## src/rtl/core/sle_pkg.sv

```systemverilog
package sle_pkg;

  // default table depth
  localparam int unsigned CapacityDef = 16;

  // field widths
  localparam int unsigned ModeW   = 3;
  localparam int unsigned ValueW  = 32;
  localparam int unsigned StatusW = 3;
  localparam int unsigned CountW  = $clog2(CapacityDef + 1);

  // command codes
  localparam logic [ModeW-1:0] MODE_INSERT = 3'd0;
  localparam logic [ModeW-1:0] MODE_SEARCH = 3'd1;
  localparam logic [ModeW-1:0] MODE_DELETE = 3'd2;
  localparam logic [ModeW-1:0] MODE_DRAIN  = 3'd3;
  localparam logic [ModeW-1:0] MODE_LIST   = 3'd4;

  // status codes
  localparam logic [StatusW-1:0] ST_DONE      = 3'd0;
  localparam logic [StatusW-1:0] ST_FOUND     = 3'd1;
  localparam logic [StatusW-1:0] ST_NOT_FOUND = 3'd2;
  localparam logic [StatusW-1:0] ST_EMPTY     = 3'd3;
  localparam logic [StatusW-1:0] ST_FULL      = 3'd4;

  typedef struct packed {
    logic [ModeW-1:0]         mode;
    logic signed [ValueW-1:0] value;
  } cmd_t;

  typedef struct packed {
    logic [StatusW-1:0]       status;
    logic signed [ValueW-1:0] entry_value;
    logic [CountW-1:0]        entry_count;
    logic                     last;
  } res_t;

endpackage

```

## src/rtl/core/sle_ram.sv

```systemverilog
module sle_ram #(
  parameter int unsigned Width = 32,
  parameter int unsigned Depth = 16,
  localparam int unsigned AddrW = (Depth > 1) ? $clog2(Depth) : 1
) (
  input  logic             clk_i,
  input  logic             we_i,
  input  logic [AddrW-1:0] waddr_i,
  input  logic [Width-1:0] wdata_i,
  input  logic             re_i,
  input  logic [AddrW-1:0] raddr_i,
  output logic [Width-1:0] rdata_o
);

  logic [Width-1:0] mem_q [Depth];
  logic [Width-1:0] rdata_q;

  // write port
  always_ff @(posedge clk_i) begin
    if (we_i) begin
      mem_q[waddr_i] <= wdata_i;
    end
  end

  // registered read port
  always_ff @(posedge clk_i) begin
    if (re_i) begin
      rdata_q <= mem_q[raddr_i];
    end
  end

  assign rdata_o = rdata_q;

endmodule

```

## src/rtl/core/sorted_list_engine.sv

```systemverilog
// Sorted table of signed 32-bit values held in one single-port-read RAM. A command is
// taken when start is high and busy is low; results come out one per result_valid_o
// pulse and cannot be held off, so the receiver must take each one in the cycle it is
// shown. Each entry that a table walk touches is read from the RAM, then compared and
// written back: insert walks down from the top over every entry not smaller than the
// value and writes the value above the smaller entry where the walk stops, or places
// it in the bottom slot when no entry is smaller; search and delete scan the entries
// in order (delete always scans to the end of the table), drain and list emit one
// result per entry read. Full, empty and unknown-command cases answer at once, in the
// cycle after the command is taken.
module sorted_list_engine
  import sle_pkg::*;
#(
  parameter int unsigned Capacity = CapacityDef
) (
  input  logic clk_i,
  input  logic rst_ni,
  input  logic start,
  input  cmd_t cmd_i,
  output logic busy,
  output logic result_valid_o,
  output res_t result_o
);

  localparam int unsigned AddrW = $clog2(Capacity);
  localparam int unsigned CntW  = $clog2(Capacity + 1);

  // sequencer codes
  localparam logic [1:0] S_IDLE = 2'd0;
  localparam logic [1:0] S_RD   = 2'd1;
  localparam logic [1:0] S_CHK  = 2'd2;
  localparam logic [1:0] S_PUT  = 2'd3;

  logic [1:0]      state_q, state_d;
  logic [AddrW-1:0] idx_q, idx_d;
  logic [CntW-1:0] count_q, count_d;
  logic            found_q, found_d;
  cmd_t            cmd_q, cmd_d;
  res_t            res_q, res_d;
  logic            res_valid_q, res_valid_d;

  logic             ram_we, ram_re;
  logic [AddrW-1:0] ram_waddr;
  logic [ValueW-1:0] ram_wdata;
  logic [ValueW-1:0] ram_rdata;

  logic signed [ValueW-1:0] rd_val;
  logic [CntW-1:0]  last_idx;
  logic             at_end;
  logic             hit;
  logic             new_found;
  logic             accept;

  sle_ram #(
    .Width(ValueW),
    .Depth(Capacity)
  ) u_ram (
    .clk_i  (clk_i),
    .we_i   (ram_we),
    .waddr_i(ram_waddr),
    .wdata_i(ram_wdata),
    .re_i   (ram_re),
    .raddr_i(idx_q),
    .rdata_o(ram_rdata)
  );

  assign rd_val    = $signed(ram_rdata);
  assign last_idx  = count_q - CntW'(1);
  assign at_end    = (CntW'(idx_q) == last_idx);
  assign hit       = (rd_val == cmd_q.value);
  assign new_found = found_q | hit;
  assign accept    = start && (state_q == S_IDLE);

  // sequencer and table update
  always_comb begin
    state_d     = state_q;
    idx_d       = idx_q;
    count_d     = count_q;
    found_d     = found_q;
    cmd_d       = cmd_q;
    res_d       = res_q;
    res_valid_d = 1'b0;
    ram_we      = 1'b0;
    ram_re      = 1'b0;
    ram_waddr   = idx_q;
    ram_wdata   = cmd_q.value;

    case (state_q)
      S_IDLE: begin
        if (accept) begin
          cmd_d                = cmd_i;
          found_d              = 1'b0;
          idx_d                = '0;
          res_d.entry_value    = cmd_i.value;
          res_d.entry_count    = CountW'(count_q);
          res_d.last           = 1'b1;
          case (cmd_i.mode)
            MODE_INSERT: begin
              if (count_q >= CntW'(Capacity)) begin
                res_d.status = ST_FULL;
                res_valid_d  = 1'b1;
              end else if (count_q == '0) begin
                ram_we            = 1'b1;
                ram_waddr         = '0;
                ram_wdata         = cmd_i.value;
                count_d           = CntW'(1);
                res_d.status      = ST_DONE;
                res_d.entry_count = CountW'(1);
                res_valid_d       = 1'b1;
              end else begin
                idx_d   = AddrW'(last_idx);
                state_d = S_RD;
              end
            end
            MODE_SEARCH: begin
              if (count_q == '0) begin
                res_d.status = ST_NOT_FOUND;
                res_valid_d  = 1'b1;
              end else begin
                state_d = S_RD;
              end
            end
            MODE_DELETE, MODE_DRAIN, MODE_LIST: begin
              if (count_q == '0) begin
                res_d.status = ST_EMPTY;
                res_valid_d  = 1'b1;
              end else begin
                state_d = S_RD;
              end
            end
            default: begin
              res_d.status = ST_NOT_FOUND;
              res_valid_d  = 1'b1;
            end
          endcase
        end
      end

      S_RD: begin
        ram_re  = 1'b1;
        state_d = S_CHK;
      end

      S_CHK: begin
        res_d.entry_value = cmd_q.value;
        res_d.entry_count = CountW'(count_q);
        res_d.last        = 1'b1;
        case (cmd_q.mode)
          // walk down from the top, moving entries not smaller up by one
          MODE_INSERT: begin
            ram_we = 1'b1;
            ram_waddr = idx_q + AddrW'(1);
            if (rd_val >= cmd_q.value) begin
              ram_wdata = ram_rdata;
              if (idx_q == '0) begin
                state_d = S_PUT;
              end else begin
                idx_d   = idx_q - AddrW'(1);
                state_d = S_RD;
              end
            end else begin
              ram_wdata         = cmd_q.value;
              count_d           = count_q + CntW'(1);
              res_d.status      = ST_DONE;
              res_d.entry_count = CountW'(count_q + CntW'(1));
              res_valid_d       = 1'b1;
              state_d           = S_IDLE;
            end
          end
          MODE_SEARCH: begin
            if (hit || at_end) begin
              res_d.status = hit ? ST_FOUND : ST_NOT_FOUND;
              res_valid_d  = 1'b1;
              state_d      = S_IDLE;
            end else begin
              idx_d   = idx_q + AddrW'(1);
              state_d = S_RD;
            end
          end
          // after the first match every later entry moves down by one
          MODE_DELETE: begin
            if (found_q) begin
              ram_we    = 1'b1;
              ram_waddr = idx_q - AddrW'(1);
              ram_wdata = ram_rdata;
            end
            found_d = new_found;
            if (at_end) begin
              if (new_found) begin
                count_d           = last_idx;
                res_d.status      = ST_DONE;
                res_d.entry_count = CountW'(last_idx);
              end else begin
                res_d.status = ST_NOT_FOUND;
              end
              res_valid_d = 1'b1;
              state_d     = S_IDLE;
            end else begin
              idx_d   = idx_q + AddrW'(1);
              state_d = S_RD;
            end
          end
          MODE_DRAIN, MODE_LIST: begin
            res_d.status      = ST_DONE;
            res_d.entry_value = rd_val;
            res_d.entry_count = (cmd_q.mode == MODE_DRAIN) ? '0 : CountW'(count_q);
            res_d.last        = at_end;
            res_valid_d       = 1'b1;
            if (at_end) begin
              if (cmd_q.mode == MODE_DRAIN) begin
                count_d = '0;
              end
              state_d = S_IDLE;
            end else begin
              idx_d   = idx_q + AddrW'(1);
              state_d = S_RD;
            end
          end
          default: begin
            state_d = S_IDLE;
          end
        endcase
      end

      // value goes to the bottom slot after the whole table moved up
      S_PUT: begin
        ram_we            = 1'b1;
        ram_waddr         = '0;
        ram_wdata         = cmd_q.value;
        count_d           = count_q + CntW'(1);
        res_d.status      = ST_DONE;
        res_d.entry_value = cmd_q.value;
        res_d.entry_count = CountW'(count_q + CntW'(1));
        res_d.last        = 1'b1;
        res_valid_d       = 1'b1;
        state_d           = S_IDLE;
      end

      default: begin
        state_d = S_IDLE;
      end
    endcase
  end

  // control registers
  always_ff @(posedge clk_i or negedge rst_ni) begin
    if (!rst_ni) begin
      state_q     <= S_IDLE;
      count_q     <= '0;
      res_valid_q <= 1'b0;
    end else begin
      state_q     <= state_d;
      count_q     <= count_d;
      res_valid_q <= res_valid_d;
    end
  end

  // payload registers
  always_ff @(posedge clk_i) begin
    idx_q   <= idx_d;
    found_q <= found_d;
    cmd_q   <= cmd_d;
    res_q   <= res_d;
  end

  assign busy           = (state_q != S_IDLE);
  assign result_valid_o = res_valid_q;
  assign result_o       = res_q;

endmodule
```

## config.mk

```make
export PLATFORM = sky130hd
export DESIGN_NAME = sorted_list_engine
export DESIGN_NICKNAME = d
export VERILOG_FILES = /design/src/rtl/core/sle_pkg.sv /design/src/rtl/core/sle_ram.sv /design/src/rtl/core/sorted_list_engine.sv
export SDC_FILE = /design/constraint.sdc
export NUM_CORES = 1
export LEC_CHECK = 0
export BUFFER_PORTS_ARGS = -buffer_cell sky130_fd_sc_hd__buf_2
export CAP_MARGIN = 20
export CORE_MARGIN = 2
export CORE_UTILIZATION = 40
export DETAILED_ROUTE_END_ITERATION = 7
export PLACE_DENSITY = 0.53
export SLEW_MARGIN = 20
export SYNTH_ARGS = -nofsm -noshare
export SYNTH_HDL_FRONTEND = slang
export SYNTH_SLANG_ARGS = --single-unit
```

## constraint.sdc

```tcl
create_clock -name clk_i -period 5.5 [get_ports clk_i]
set_input_delay 0.55 -clock clk_i [delete_from_list [all_inputs] [get_ports clk_i]]
set_output_delay 0.55 -clock clk_i [all_outputs]
set_load 0.02 [all_outputs]
```

## Yosys cells after proc, flatten, opt, wreduce, memory -nomap -nowiden

Memory sizes are Yosys's and may differ from the RTL's. A register that Yosys moved wholly into a read port is not among the register bits.
Index checks and enable logic that the tools add are counted.

| operators by class | value |
|---|---|
| add/subtract/negate cells | 4 |
| order comparisons | 2 |
| eq/ne operators | 31 |
| muxes and demuxes | 83 |
| bitwise logic cells | 1 |
| reductions and logical operators | 21 |

Operators with widths:

| kind | count |
|---|---|
| 2-to-1 mux 32 bit | 7 |
| one-hot mux 32 bit (2 select lines) | 2 |
| one-hot mux 41 bit (3 select lines) | 1 |
| 2-to-1 mux 4 bit | 13 |
| 2-to-1 mux 5 bit | 9 |
| one-hot mux 5 bit (3 select lines) | 3 |
| 2-to-1 mux 41 bit | 1 |
| inequality test 3 bit, second input constant | 11 |
| == test 32 bit | 1 |
| >= comparator 32 bit | 1 |
| one-hot mux 4 bit (3 select lines) | 2 |
| 2-to-1 mux 3 bit | 7 |
| 2-to-1 mux 1 bit | 18 |
| one-hot mux 4 bit (2 select lines) | 2 |
| 2-to-1 mux 2 bit | 7 |
| == test 3 x 2 -> 1 bit, second input constant | 4 |
| inequality test 4 bit, second input constant | 3 |
| one-hot mux 3 bit (4 select lines) | 1 |
| one-hot mux 3 bit (3 select lines) | 1 |
| AND reduction 9 bit | 1 |
| one-hot mux 2 bit (4 select lines) | 1 |
| AND reduction 7 bit | 1 |
| == test 3 x 1 -> 1 bit, second input constant | 2 |
| == test 3 bit, second input constant | 2 |
| other kinds (31) | 41 |

| storage, ports and cells | value |
|---|---|
| register bits | 89 |
| RAM bits | 512 |
| input bits | 38 |
| output and inout bits | 43 |
| logic and storage cells | 154 |
| memories | 1 |

Memory list:

| name | words | bits a word | rd ports | clocked after memory_dff | write ports | line | source |
|---|---|---|---|---|---|---|---|
| u_ram.mem_q | 16 | 32 | 1 | 1 | 1 | sle_ram.sv:15 | `logic [Width-1:0] mem_q [Depth];` |

## Logic depth before layout (Yosys ltp)

Gate-level depths: netlist (run 1).

| logic depth | value |
|---|---|
| word-level depth | 8 |
| depth in mapped cells | 11 |
| mapped depth without buffers | 9 |

## By module

A second synthesis (run 1) with hierarchy kept.

| unflattened totals | value |
|---|---|
| cell total of the unflattened synthesis | 1504 |
| area, all modules | 26520.4 µm² |

By module, submodules not included:

| module | instances | cells each | area an instance (µm²) | sequential area each (µm²) |
|---|---|---|---|---|
| sle_ram | 1 | 838 | 20155.6 | 16335.7 |
| sorted_list_engine | 1 | 666 | 6364.9 | 2632.5 |

## Worst setup path after synthesis (run 1)

No wires, ideal clock.

| path | value |
|---|---|
| kind | register -> register |
| start point | register count_q[0] |
| end point | memory u_ram.mem_q[6][0] (enable) |
| library setup time | 0.421 ns |
| arrival time | 3.801 ns |
| required time | 5.079 ns |
| path slack | 1.278 ns |
| cell stages (with the launch flop) | 11 |
| path buffers | 1 |
| period minus slack after synthesis | 4.222 ns |
| cell sequence | dfrtp_1 -> clkbuf_1 -> clkinv_1 -> ha_1 -> or3b_2 -> nand2b_1 -> nor2_1 -> nor2_1 -> a22oi_1 -> nand2_1 -> nor2_1 |

| between the ends | value |
|---|---|
| cells in the longest elaborated chain, start to end | 8 |
| elaborated cells on any way between the ends | 14 |
| those cells by class | order compare: 1; mux: 12; reduce/logical: 1 |

RTL lines:

| element | line | source |
|---|---|---|
| start, declared | sorted_list_engine.sv:36 | `logic [CntW-1:0] count_q, count_d;` |
| start signal, assigned | sorted_list_engine.sv:253 | `count_q <= count_d;` |
| branches (longest 8 deep; another with >= comparator 5 bit) | n/a |  |
| end, declared | sle_ram.sv:15 |  |

Several ways; the timed one is not identified.

## Worst setup path in the final report (run 1)

| path | value |
|---|---|
| start point | register u_ram.rdata_q[14], in the netlist u_ram.rdata_o[14] (read register of u_ram.mem_q) |
| end point | memory u_ram.mem_q[6][6], data pin |

| between the ends | value |
|---|---|
| cells in the longest elaborated chain, start to end | 4 |

RTL lines:

| element | line | source |
|---|---|---|
| start, declared | sle_ram.sv:16 | `logic [Width-1:0] rdata_q;` |
| >= comparator 32 bit | sorted_list_engine.sv:153 | `if (rd_val >= cmd_q.value) begin` |
| 2-to-1 mux 32 bit | sorted_list_engine.sv:153 |  |
| one-hot mux 32 bit (2 select lines) | sorted_list_engine.sv:148 | `case (cmd_q.mode)` |
| one-hot mux 32 bit (2 select lines) | sorted_list_engine.sv:88 | `case (state_q)` |
| named net ram_wdata[6] | sorted_list_engine.sv:44 | `logic [ValueW-1:0] ram_wdata;` |

The timed path passes the listed nets, and every way through them passes these cells.

==> results of run 1 <==
worst max-delay path, stage by stage, from the launching register on:
cell      delay [ps]
edfxtp_1         420
ha_1             340
nand4_1          180
nor4_1           780
a21o_1           670
buf_4            400
nor2_1            60
o21ai_0          150
and3_1           410
buf_4            410
a221o_1          560
layer usage:
layer  global-route usage, %  wire, um  vias to the layer above
li1                        -         -                     7365
met1                    33.0     35400                     8519
met2                    35.0     36300                      605
met3                    3.24      5140                       88
met4                    5.45      1290                        2
met5                       0        13                        -
report_power, final:
part	internal (mW)	switching, mW
clock network	2.54	1.90
logic	1.95	3.98
registers	6.42	0.340
kinds of logic (layout without fill, tap and decap cells):
| kind of cell | after synthesis | in the layout | share of synthesized area, % |
|---|---|---|---|
| XOR/XNOR | 11 | 11 | 0.406 |
| flip-flops | 633 | 633 | 69.9 |
| AND/OR/NAND/NOR | 341 | 341 | 5.43 |
| AO/OA/AOI/OAI | 405 | 405 | 9.91 |
| buffers and inverters | 163 | 337 | 2.30 |
| multiplexers | 201 | 201 | 10.4 |
| adder cells (fa/ha/maj) | 37 | 37 | 1.71 |
per-stage QoR:
step / area [um2] / setup slack [ps] / util [%] / hold slack (ps) / cells
after global placement: 29200 / 1080 / 43.4 / 433 / 2712
after detailed placement: 29200 / 991 / 43.4 / 436 / 2712
final: 31300 / 819 / 46.7 / 167 / 2838
after floorplan: 27100 / 1280 / - / 254 / 1791
after global routing: 31300 / 623 / 46.7 / 151 / 2838
after CTS: 31300 / 919 / 46.7 / 144 / 2838
synthesized netlist by cell type, types with 22 or more instances:
| master | count | area share [%] |
|---|---|---|
| a21oi_1 | 134 | 2.5 |
| a221oi_1 | 34 | 1.1 |
| a22oi_1 | 35 | 0.97 |
| clkbuf_1 | 84 | 1.2 |
| edfxtp_1 | 625 | 69 |
| ha_1 | 37 | 1.7 |
| inv_1 | 54 | 0.75 |
| mux2i_1 | 137 | 5.1 |
| mux4_2 | 64 | 5.3 |
| nand2_1 | 138 | 1.9 |
| nor2_1 | 127 | 1.8 |
| o211ai_1 | 26 | 0.72 |
| o21ai_0 | 54 | 1.0 |
| o22ai_1 | 22 | 0.51 |
| o311ai_1 | 27 | 0.87 |
state kept, by name, indices dropped and copies added (netlist names):
signal / cells
u_ram.mem_q: 512
count_q: 5
idx_q: 4
result_valid_o: 1
cmd_q: 35
state_q: 2
found_q: 1
result_o: 41
u_ram.rdata_o: 32
worst paths after layout:
path,start,end,slack (ps),cells past startpoint
min,cmd_i[11],cmd_q[11],170,1
max,u_ram.rdata_o[14],u_ram.mem_q[6][6],820,10
min in group asynchronous,rst_ni,count_q[3],350,2
max in group asynchronous,rst_ni,state_q[1],4930,2
min reg2reg,count_q[4],count_q[4],720,2
max reg2reg,u_ram.rdata_o[14],u_ram.mem_q[6][6],820,10
layout make-up:
class                      count  area [um2]  share of cell area, %
clock inverter                31         239                  0.763
sequential                   633       19000                   60.5
multi-input combinational    995        7740                   24.7
inverter                      56         210                  0.671
tap                          873        1090                   3.49
clock buffer                  94        1910                   6.08
timing repair buffer         156        1170                   3.75
timing repair:
item / 4_1_cts / 5_1_grt
hold endpoints to repair: 8 / 0
setup endpoints to repair: 0 / 0
resized for setup: 0 / 0
hold buffers: 1 / 0
==> results.sh, run 1 <==
export IMPL_clock_path_buffers=3
export IMPL_p_total_mw=17.1
export IMPL_required_ps=5830
export IMPL_hold_path_class="input port to register"
export IMPL_drt_initial_drc_count=1827
export IMPL_synth_area_um2=27100
export IMPL_tritoncts="built"
export IMPL_ant_nets=0
export IMPL_htreeDepth=3
export IMPL_clock_root_buffer="clkbuf_16"
export IMPL_viasPerCell=5.84
export IMPL_status="finished clean"
export IMPL_fin_tns_setup_ps=0
export IMPL_ys_seq_area_share_pct=69.9
export IMPL_timing_worst_setup_path_type="register to register"
export IMPL_crit_arrival_ps=5010
export IMPL_num_io_pins=81
export IMPL_leakage_nw=10.5
export IMPL_grt_pass1_wl_um=114000
export IMPL_postSynth_asyncResetShare_pct=1.26
export IMPL_rsz0062_at_grt="no"
export IMPL_crit_path_max_fanout=19
export IMPL_place_gp_congestion=0.923
export IMPL_dieHeight_um=264
export IMPL_drive_gt1_share_pct=17.8
export IMPL_slew_headroom_pct=29.1
export IMPL_antenna_found_initial=3
export IMPL_powerDensity_nw_per_um2=547
export IMPL_synth_enable_flop_cells=625
export IMPL_syn_nets=1866
export IMPL_setup_viol=0
export IMPL_row_count=95
export IMPL_ys_warn_count=0
export IMPL_via_count=16600
export IMPL_ys_flop_type="edfxtp_1"
export IMPL_clk_pin_slew_ps=60
export IMPL_first_pass_iters=6
export IMPL_drc=0
export IMPL_worst_slew_pin_slew_ps=1060
export IMPL_cts_setup_buffers=0
export IMPL_wl_um=78200
export IMPL_die_area_um2=70000
export IMPL_fill_cells=5785
export IMPL_cts_buffers=69
export IMPL_grt_max_degree=92
export IMPL_area_growth_pct=15.4
export IMPL_cts_sink_count=633
export IMPL_die_x_um=264
export IMPL_cp_start_kind="register"
export IMPL_grt_usage_pct=22.3
export IMPL_fin_crit_sh_pct=85.1
export IMPL_clock_skew_ps=19.7
export IMPL_endpoint_kind="register"
export IMPL_yosysUniqueCellTypes=66
export IMPL_fin_crit_ps=4680
export IMPL_port_buffers=80
export IMPL_clk_latency_ps=610
export IMPL_final_nets=1986
export IMPL_wire_per_inst_um=27.6
export IMPL_final_cell_mix="edfxtp_1 (625), nand2_1 (138), mux2i_1 (137), a21oi_1 (133), nor2_1 (107)"
export IMPL_start_util_pct=40.4
export IMPL_drv_cap=0
export IMPL_overflow=0
export IMPL_netlist_instances=1791
export IMPL_antenna_cells=0
export IMPL_syn_area_per_cell_um2=15.2
export IMPL_synth_seq_cells=633
export IMPL_hpwl_um=46800
export IMPL_core_um2=67200
export IMPL_report_final_slew_viol_count=0
export IMPL_fmax_mhz=214
export IMPL_ir_worst_vdd_v=0.000262
export IMPL_final_common_cell="edfxtp_1"
export IMPL_final_hold_viol_count=0
export IMPL_grt_pass1_vias=16200
Power figures use the tool's default switching activity.
==> inputs of run 2 (changes only) <==
--- a/config.mk
+++ b/config.mk
@@ -7,10 +7,10 @@
 export LEC_CHECK = 0
 export BUFFER_PORTS_ARGS = -buffer_cell sky130_fd_sc_hd__buf_2
 export CAP_MARGIN = 20
-export CORE_MARGIN = 2
 export CORE_UTILIZATION = 40
 export DETAILED_ROUTE_END_ITERATION = 7
 export PLACE_DENSITY = 0.53
+export REMOVE_ABC_BUFFERS = 1
 export SLEW_MARGIN = 20
 export SYNTH_ARGS = -nofsm -noshare
 export SYNTH_HDL_FRONTEND = slang
==> run 2 against run 1 <==
Routed wire length down 0.70%. Critical path depth up 1. Via count up 0.45%. Clock skew up 8.2 ps. Non-clock buffer count unchanged. Critical endpoint is now u_ram.mem_q[10][31].
==> results.sh, run 2 (synthesis gave the netlist of run 1 again) <==
export IMPL_status="finished clean"
export IMPL_setup_viol=0
export IMPL_clkPwrFrac_pct=26.3
export IMPL_crit_path_frequent_cell="buf_4"
export IMPL_report_final_slew_viol_count=0
export IMPL_min_from="cmd_i[5]"
export IMPL_htreeDepth=3
export IMPL_place_gp_congestion=0.876
export IMPL_cts_sink_count=633
export IMPL_area_growth_pct=15.6
export IMPL_final_cell_mix="edfxtp_1 (625), nand2_1 (138), mux2i_1 (137), a21oi_1 (133), nor2_1 (107)"
export IMPL_crit_path_max_fanout=30
export IMPL_r2r_end="u_ram.mem_q[10][31]"
export IMPL_fin_tns_setup_ps=0
export IMPL_required_ps=5830
export IMPL_dieHeight_um=262
export IMPL_worst_r2r_setup_slack_ps=1030
export IMPL_largest_reg_flops=512
export IMPL_clock_skew_ps=27.9
export IMPL_hold_depth=1
export IMPL_critPathMaxStageDelay_ps=790
export IMPL_crit_arrival_ps=4800
export IMPL_drive_gt1_share_pct=17.7
export IMPL_start_util_pct=40.4
export IMPL_combPwrFrac_pct=34.9
export IMPL_overflow=0
export IMPL_ant_nets=0
export IMPL_grt_pass1_vias=16200
export IMPL_cp_start_kind="register"
export IMPL_endpoint_kind="register"
export IMPL_powerDensity_nw_per_um2=552
export IMPL_grt_max_degree=77
export IMPL_fmax_mhz=224
export IMPL_top_register="u_ram.mem_q"
export IMPL_clk_latency_ps=610
export IMPL_drt_initial_drc_count=1761
export IMPL_die_x_um=262
export IMPL_final_util_pct=46.7
export IMPL_drc=0
export IMPL_switching_share_pct=36.3
export IMPL_core_um2=67200
export IMPL_grt_usage_pct=22.5
export IMPL_die_area_um2=68900
export IMPL_holdPathEnd="cmd_q[5]"
export IMPL_num_io_pins=81
export IMPL_clk_pin_slew_ps=60
export IMPL_wire_per_inst_um=27.4
export IMPL_cp_cell_sequence="ha_1 > nand4_4 > nor4_1 > a21o_1 > buf_4 > nor2_1 > o21ai_0 > and3_1 > buf_4 > o311ai_1 > buf_4"
export IMPL_grt_pass1_wl_um=113000
export IMPL_cts_setup_buffers=0
export IMPL_via_count=16700
export IMPL_row_count=95
export IMPL_cts_buffers=70
export IMPL_final_common_cell="edfxtp_1"
export IMPL_port_buffers=80
export IMPL_p_int_mw=11.0
export IMPL_r2r_start="u_ram.rdata_o[31]"
export IMPL_clock_root_buffer="clkbuf_16"
export IMPL_r2r_cells=11
export IMPL_leakage_nw=10.6
export IMPL_cp_slowest_cell="nor4_1"
export IMPL_hpwl_um=47100
export IMPL_slew_headroom_pct=24.1
export IMPL_final_nets=1987
export IMPL_tritoncts="built"
export IMPL_final_hold_viol_count=0
export IMPL_viasPerCell=5.87
export IMPL_fin_crit_ps=4470
export IMPL_hold_path_class="input port to register"
export IMPL_clock_path_buffers=3
export IMPL_timing_worst_setup_path_type="register to register"
export IMPL_drv_cap=0
export IMPL_first_pass_iters=6
export IMPL_antenna_found_initial=3
export IMPL_wl_um=77700
export IMPL_worst_slew_pin_slew_ps=1140
export IMPL_ir_worst_vdd_v=0.000365
export IMPL_antenna_cells=0
export IMPL_p_switching_mw=6.29
export IMPL_fin_crit_sh_pct=81.2
export IMPL_seqPwrFrac_pct=38.9
export IMPL_rsz0062_at_grt="no"
[run 2: what timing repair did]
| item | CTS | global route |
|---|---|---|
| hold endpoints to repair | 8 | 0 |
| hold buffers | 1 | 0 |
| resized for setup | 0 | 0 |
[run 2: critical path: cells and delay by family (launching register included)]
kind / cells / cell delay, ps
AOI/OAI and AO/OA: 3 / 470
adders and majority gates: 1 / 530
buffers and inverters: 3 / 950
DFF: 1 / 430
and+or+nand+nor: 4 / 1800
[run 2: metal layers]
layer | up-vias | track usage (%) | share of wire (%)
li1 | 7355 | - | -
met1 | 8567 | 33.5 | 46
met2 | 624 | 34.2 | 45
met3 | 105 | 3.83 | 6.5
met4 | 2 | 5.83 | 2.0
met5 | - | 0 | 0.015
[run 2: power by group through the flow]
stage                     Combinational [mW]  Clock, mW  Sequential [mW]
after floorplan                         3.48          0             7.36
after global placement                  5.92          0             6.81
after detailed placement                5.99          0             6.82
after CTS                               6.02       4.63             6.73
after global routing                    6.48       4.81             6.77
final                                   6.03       4.55             6.73
[run 2: worst max-delay path by stage]
| stage | startpoint | endpoint | slack [ps] |
|---|---|---|---|
| global placement | u_ram.rdata_o[31] | u_ram.mem_q[2][31] | 1190 |
| floorplan | idx_q[0] | u_ram.mem_q[8][0] | -4910 |
| global route | u_ram.rdata_o[31] | u_ram.mem_q[2][25] | 780 |
| CTS | u_ram.rdata_o[31] | u_ram.mem_q[10][25] | 1050 |
| detailed placement | u_ram.rdata_o[31] | u_ram.mem_q[7][25] | 1080 |
| finish | u_ram.rdata_o[31] | u_ram.mem_q[10][31] | 1030 |
[run 2: metrics by stage]
stage / cell area [um2] / total power [mW] / worst slack, ps / hold WS (ps) / std cells
after floorplan: 26700 / 10.8 / -4910 / 254 / 1684
after global placement: 29100 / 12.7 / 1190 / 447 / 2711
after detailed placement: 29200 / 12.8 / 1080 / 464 / 2712
after CTS: 31400 / 17.4 / 1050 / 146 / 2835
after global routing: 31400 / 18.1 / 784 / 164 / 2835
final: 31400 / 17.3 / 1030 / 166 / 2835
[run 2: layout make-up]
cell class | count | area, um2
Clock buffer | 86 | 1830
Clock inverter | 36 | 355
Fill cell | 5814 | 35800
Inverter | 56 | 210
Multi-Input combinational cell | 995 | 7750
Sequential cell | 633 | 19000
Tap cell | 873 | 1090
Timing Repair Buffer | 156 | 1160
==> inputs of run 3 (changes only) <==
--- a/config.mk
+++ b/config.mk
@@ -9,7 +9,7 @@
 export CAP_MARGIN = 20
 export CORE_UTILIZATION = 40
 export DETAILED_ROUTE_END_ITERATION = 7
-export PLACE_DENSITY = 0.53
+export PLACE_DENSITY = 0.55
 export REMOVE_ABC_BUFFERS = 1
 export SLEW_MARGIN = 20
 export SYNTH_ARGS = -nofsm -noshare
==> constraint.sdc (replaced) <==
create_clock -name clk_i -period 3.8 [get_ports clk_i]
set_input_delay 0.38 -clock clk_i [delete_from_list [all_inputs] [get_ports clk_i]]
set_output_delay 0.38 -clock clk_i [all_outputs]
set_load 0.02 [all_outputs]
==> run 3 against run 2 <==
Combinational power up 48%. Largest cell class unchanged. First-iteration DRC count down 11%. Critical endpoint is now u_ram.mem_q[4][28]. Register-to-register slack worse by 860 ps. Clock power up 44%.
==> results.sh, run 3 (synthesis gave the netlist of run 1 again) <==
export IMPL_multi_input_area_um2=7740
export IMPL_clock_root_buffer="clkbuf_16"
export IMPL_wire_per_inst_um=26.8
export IMPL_worst_slew_pin_slew_ps=1090
export IMPL_grt_max_degree=67
export IMPL_start_util_pct=40.4
export IMPL_cts_buffers=70
export IMPL_final_common_cell="edfxtp_1"
export IMPL_grt_pass1_wl_um=114000
export IMPL_dieHeight_um=262
export IMPL_tritoncts="built"
export IMPL_fill_cells=5716
export IMPL_fin_area_um2=32000
export IMPL_clock_path_buffers=3
export IMPL_clk_pin_slew_ps=60
export IMPL_leakage_nw=10.9
export IMPL_viasPerCell=5.85
export IMPL_crit_arrival_ps=3970
export IMPL_r2r_start="cmd_q[1]"
export IMPL_largest_reg_flops=512
export IMPL_required_ps=4140
export IMPL_row_count=95
export IMPL_die_area_um2=68900
export IMPL_cts_sink_count=633
export IMPL_endpoint_kind="register"
export IMPL_placed_area_um2=29600
export IMPL_min_from="cmd_i[10]"
export IMPL_r2r_end="u_ram.mem_q[4][28]"
export IMPL_core_um2=67200
export IMPL_antenna_cells=0
export IMPL_ant_nets=0
export IMPL_clock_skew_ps=24.8
export IMPL_grt_usage_pct=22.7
export IMPL_drt_initial_drc_count=1566
export IMPL_antenna_found_initial=2
export IMPL_timing_worst_setup_path_type="register to register"
export IMPL_grt_pass1_vias=16700
export IMPL_holdPathEnd="cmd_q[10]"
export IMPL_drive_gt1_share_pct=19.2
export IMPL_first_pass_iters=6
export IMPL_final_nets=2048
export IMPL_hold_depth=1
export IMPL_top_register="u_ram.mem_q"
export IMPL_cp_start_kind="register"
export IMPL_cts_resized=0
export IMPL_overflow=0
export IMPL_area_growth_pct=17.9
export IMPL_r2r_cells=11
export IMPL_timing_hold_ws_ps=21.7
export IMPL_worst_r2r_setup_slack_ps=180
export IMPL_fin_crit_sh_pct=95.4
export IMPL_port_buffers=80
export IMPL_ir_worst_vdd_v=0.000690
export IMPL_powerDensity_nw_per_um2=786
export IMPL_drc=0
export IMPL_hold_path_class="input port to register"
export IMPL_die_x_um=262
export IMPL_wl_um=77800
export IMPL_clk_latency_ps=610
export IMPL_via_count=17000
export IMPL_num_io_pins=81
export IMPL_crit_path_max_fanout=20
export IMPL_final_util_pct=47.6
export IMPL_final_cell_mix="edfxtp_1 (625), nand2_1 (138), mux2i_1 (137), a21oi_1 (133), nor2_1 (107)"
export IMPL_fin_tns_setup_ps=0
export IMPL_final_hold_viol_count=0
export IMPL_fin_crit_ps=3620
export IMPL_hpwl_um=47200
export IMPL_status="finished clean"
export IMPL_setup_viol=0
export IMPL_regArea_um2=19000
export IMPL_htreeDepth=3
export IMPL_drv_cap=0
export IMPL_slew_headroom_pct=26.3
export IMPL_place_gp_congestion=0.870
export IMPL_report_final_slew_viol_count=0
export IMPL_fmax_mhz=276
export IMPL_rsz0062_at_grt="no"
## run 3: cell types whose count changed in the layout (fill, tap and decap cells not counted), moves of 2 or more
cell and change:
buf_12 +11, buf_4 +32, bufinv_16 -2, clkbuf_16 +3
clkinv_1 +5, dlygate4sd3_1 +19
## run 3: final cells by class
| type | count | share of cell area [%] |
|---|---|---|
| Tap cell | 873 | 3.41 |
| Clock buffer | 88 | 5.95 |
| Multi-Input combinational cell | 995 | 24.2 |
| Inverter | 56 | 0.657 |
| Timing Repair Buffer | 217 | 5.56 |
| Clock inverter | 37 | 0.911 |
| Sequential cell | 633 | 59.3 |
## run 3: power breakdown
| part | internal, mW | total (mW) | leakage (nW) | switching [mW] |
|---|---|---|---|---|
| logic | 3.06 | 8.92 | 4.05 | 5.86 |
| clock network | 3.82 | 6.53 | 1.07 | 2.72 |
| registers | 9.30 | 9.69 | 5.78 | 0.390 |
## run 3: worst max-delay path by stage
stage                     from  slack (ps)  cells past startpoint                  to
finish                cmd_q[1]         180                     11  u_ram.mem_q[4][28]
CTS                 count_q[0]         210                     10  u_ram.mem_q[1][25]
global route        count_q[0]          20                     10  u_ram.mem_q[1][25]
floorplan             idx_q[0]       -6610                      7   u_ram.mem_q[8][0]
detailed placement  count_q[0]         210                     10  u_ram.mem_q[1][25]
global placement    count_q[0]         190                     10  u_ram.mem_q[1][18]
## run 3: worst max-delay path, cell delays in order, from the launching register on
cell	delay [ps]
edfxtp_1	410
inv_1	120
ha_1	240
nor2b_1	140
o211ai_1	180
a211oi_1	130
o41ai_1	980
a41oi_4	320
buf_12	270
o211ai_1	190
o311ai_1	140
buf_4	210
## run 3: per-layer routing
metal	wire length, um	share of wire (%)	track usage (%)
met5	13	0.017	0
met4	1400	1.8	5.80
met3	4510	5.8	3.18
met2	37900	49	37.4
met1	34000	44	31.6
## run 3: repair_timing
| action | 4_1_cts | 5_1_grt |
|---|---|---|
| hold endpoints to repair | 27 | 0 |
| hold buffers | 20 | 0 |
| buffers inserted | 0 | 0 |
## run 3: metrics by stage
step	setup WS [ps]	power [mW]	instances
floorplan	-6610	15.1	1684
global placement	186	18.7	2754
detailed placement	211	18.7	2754
CTS	206	25.3	2899
global route	24.6	26.3	2899
finish	177	25.1	2899
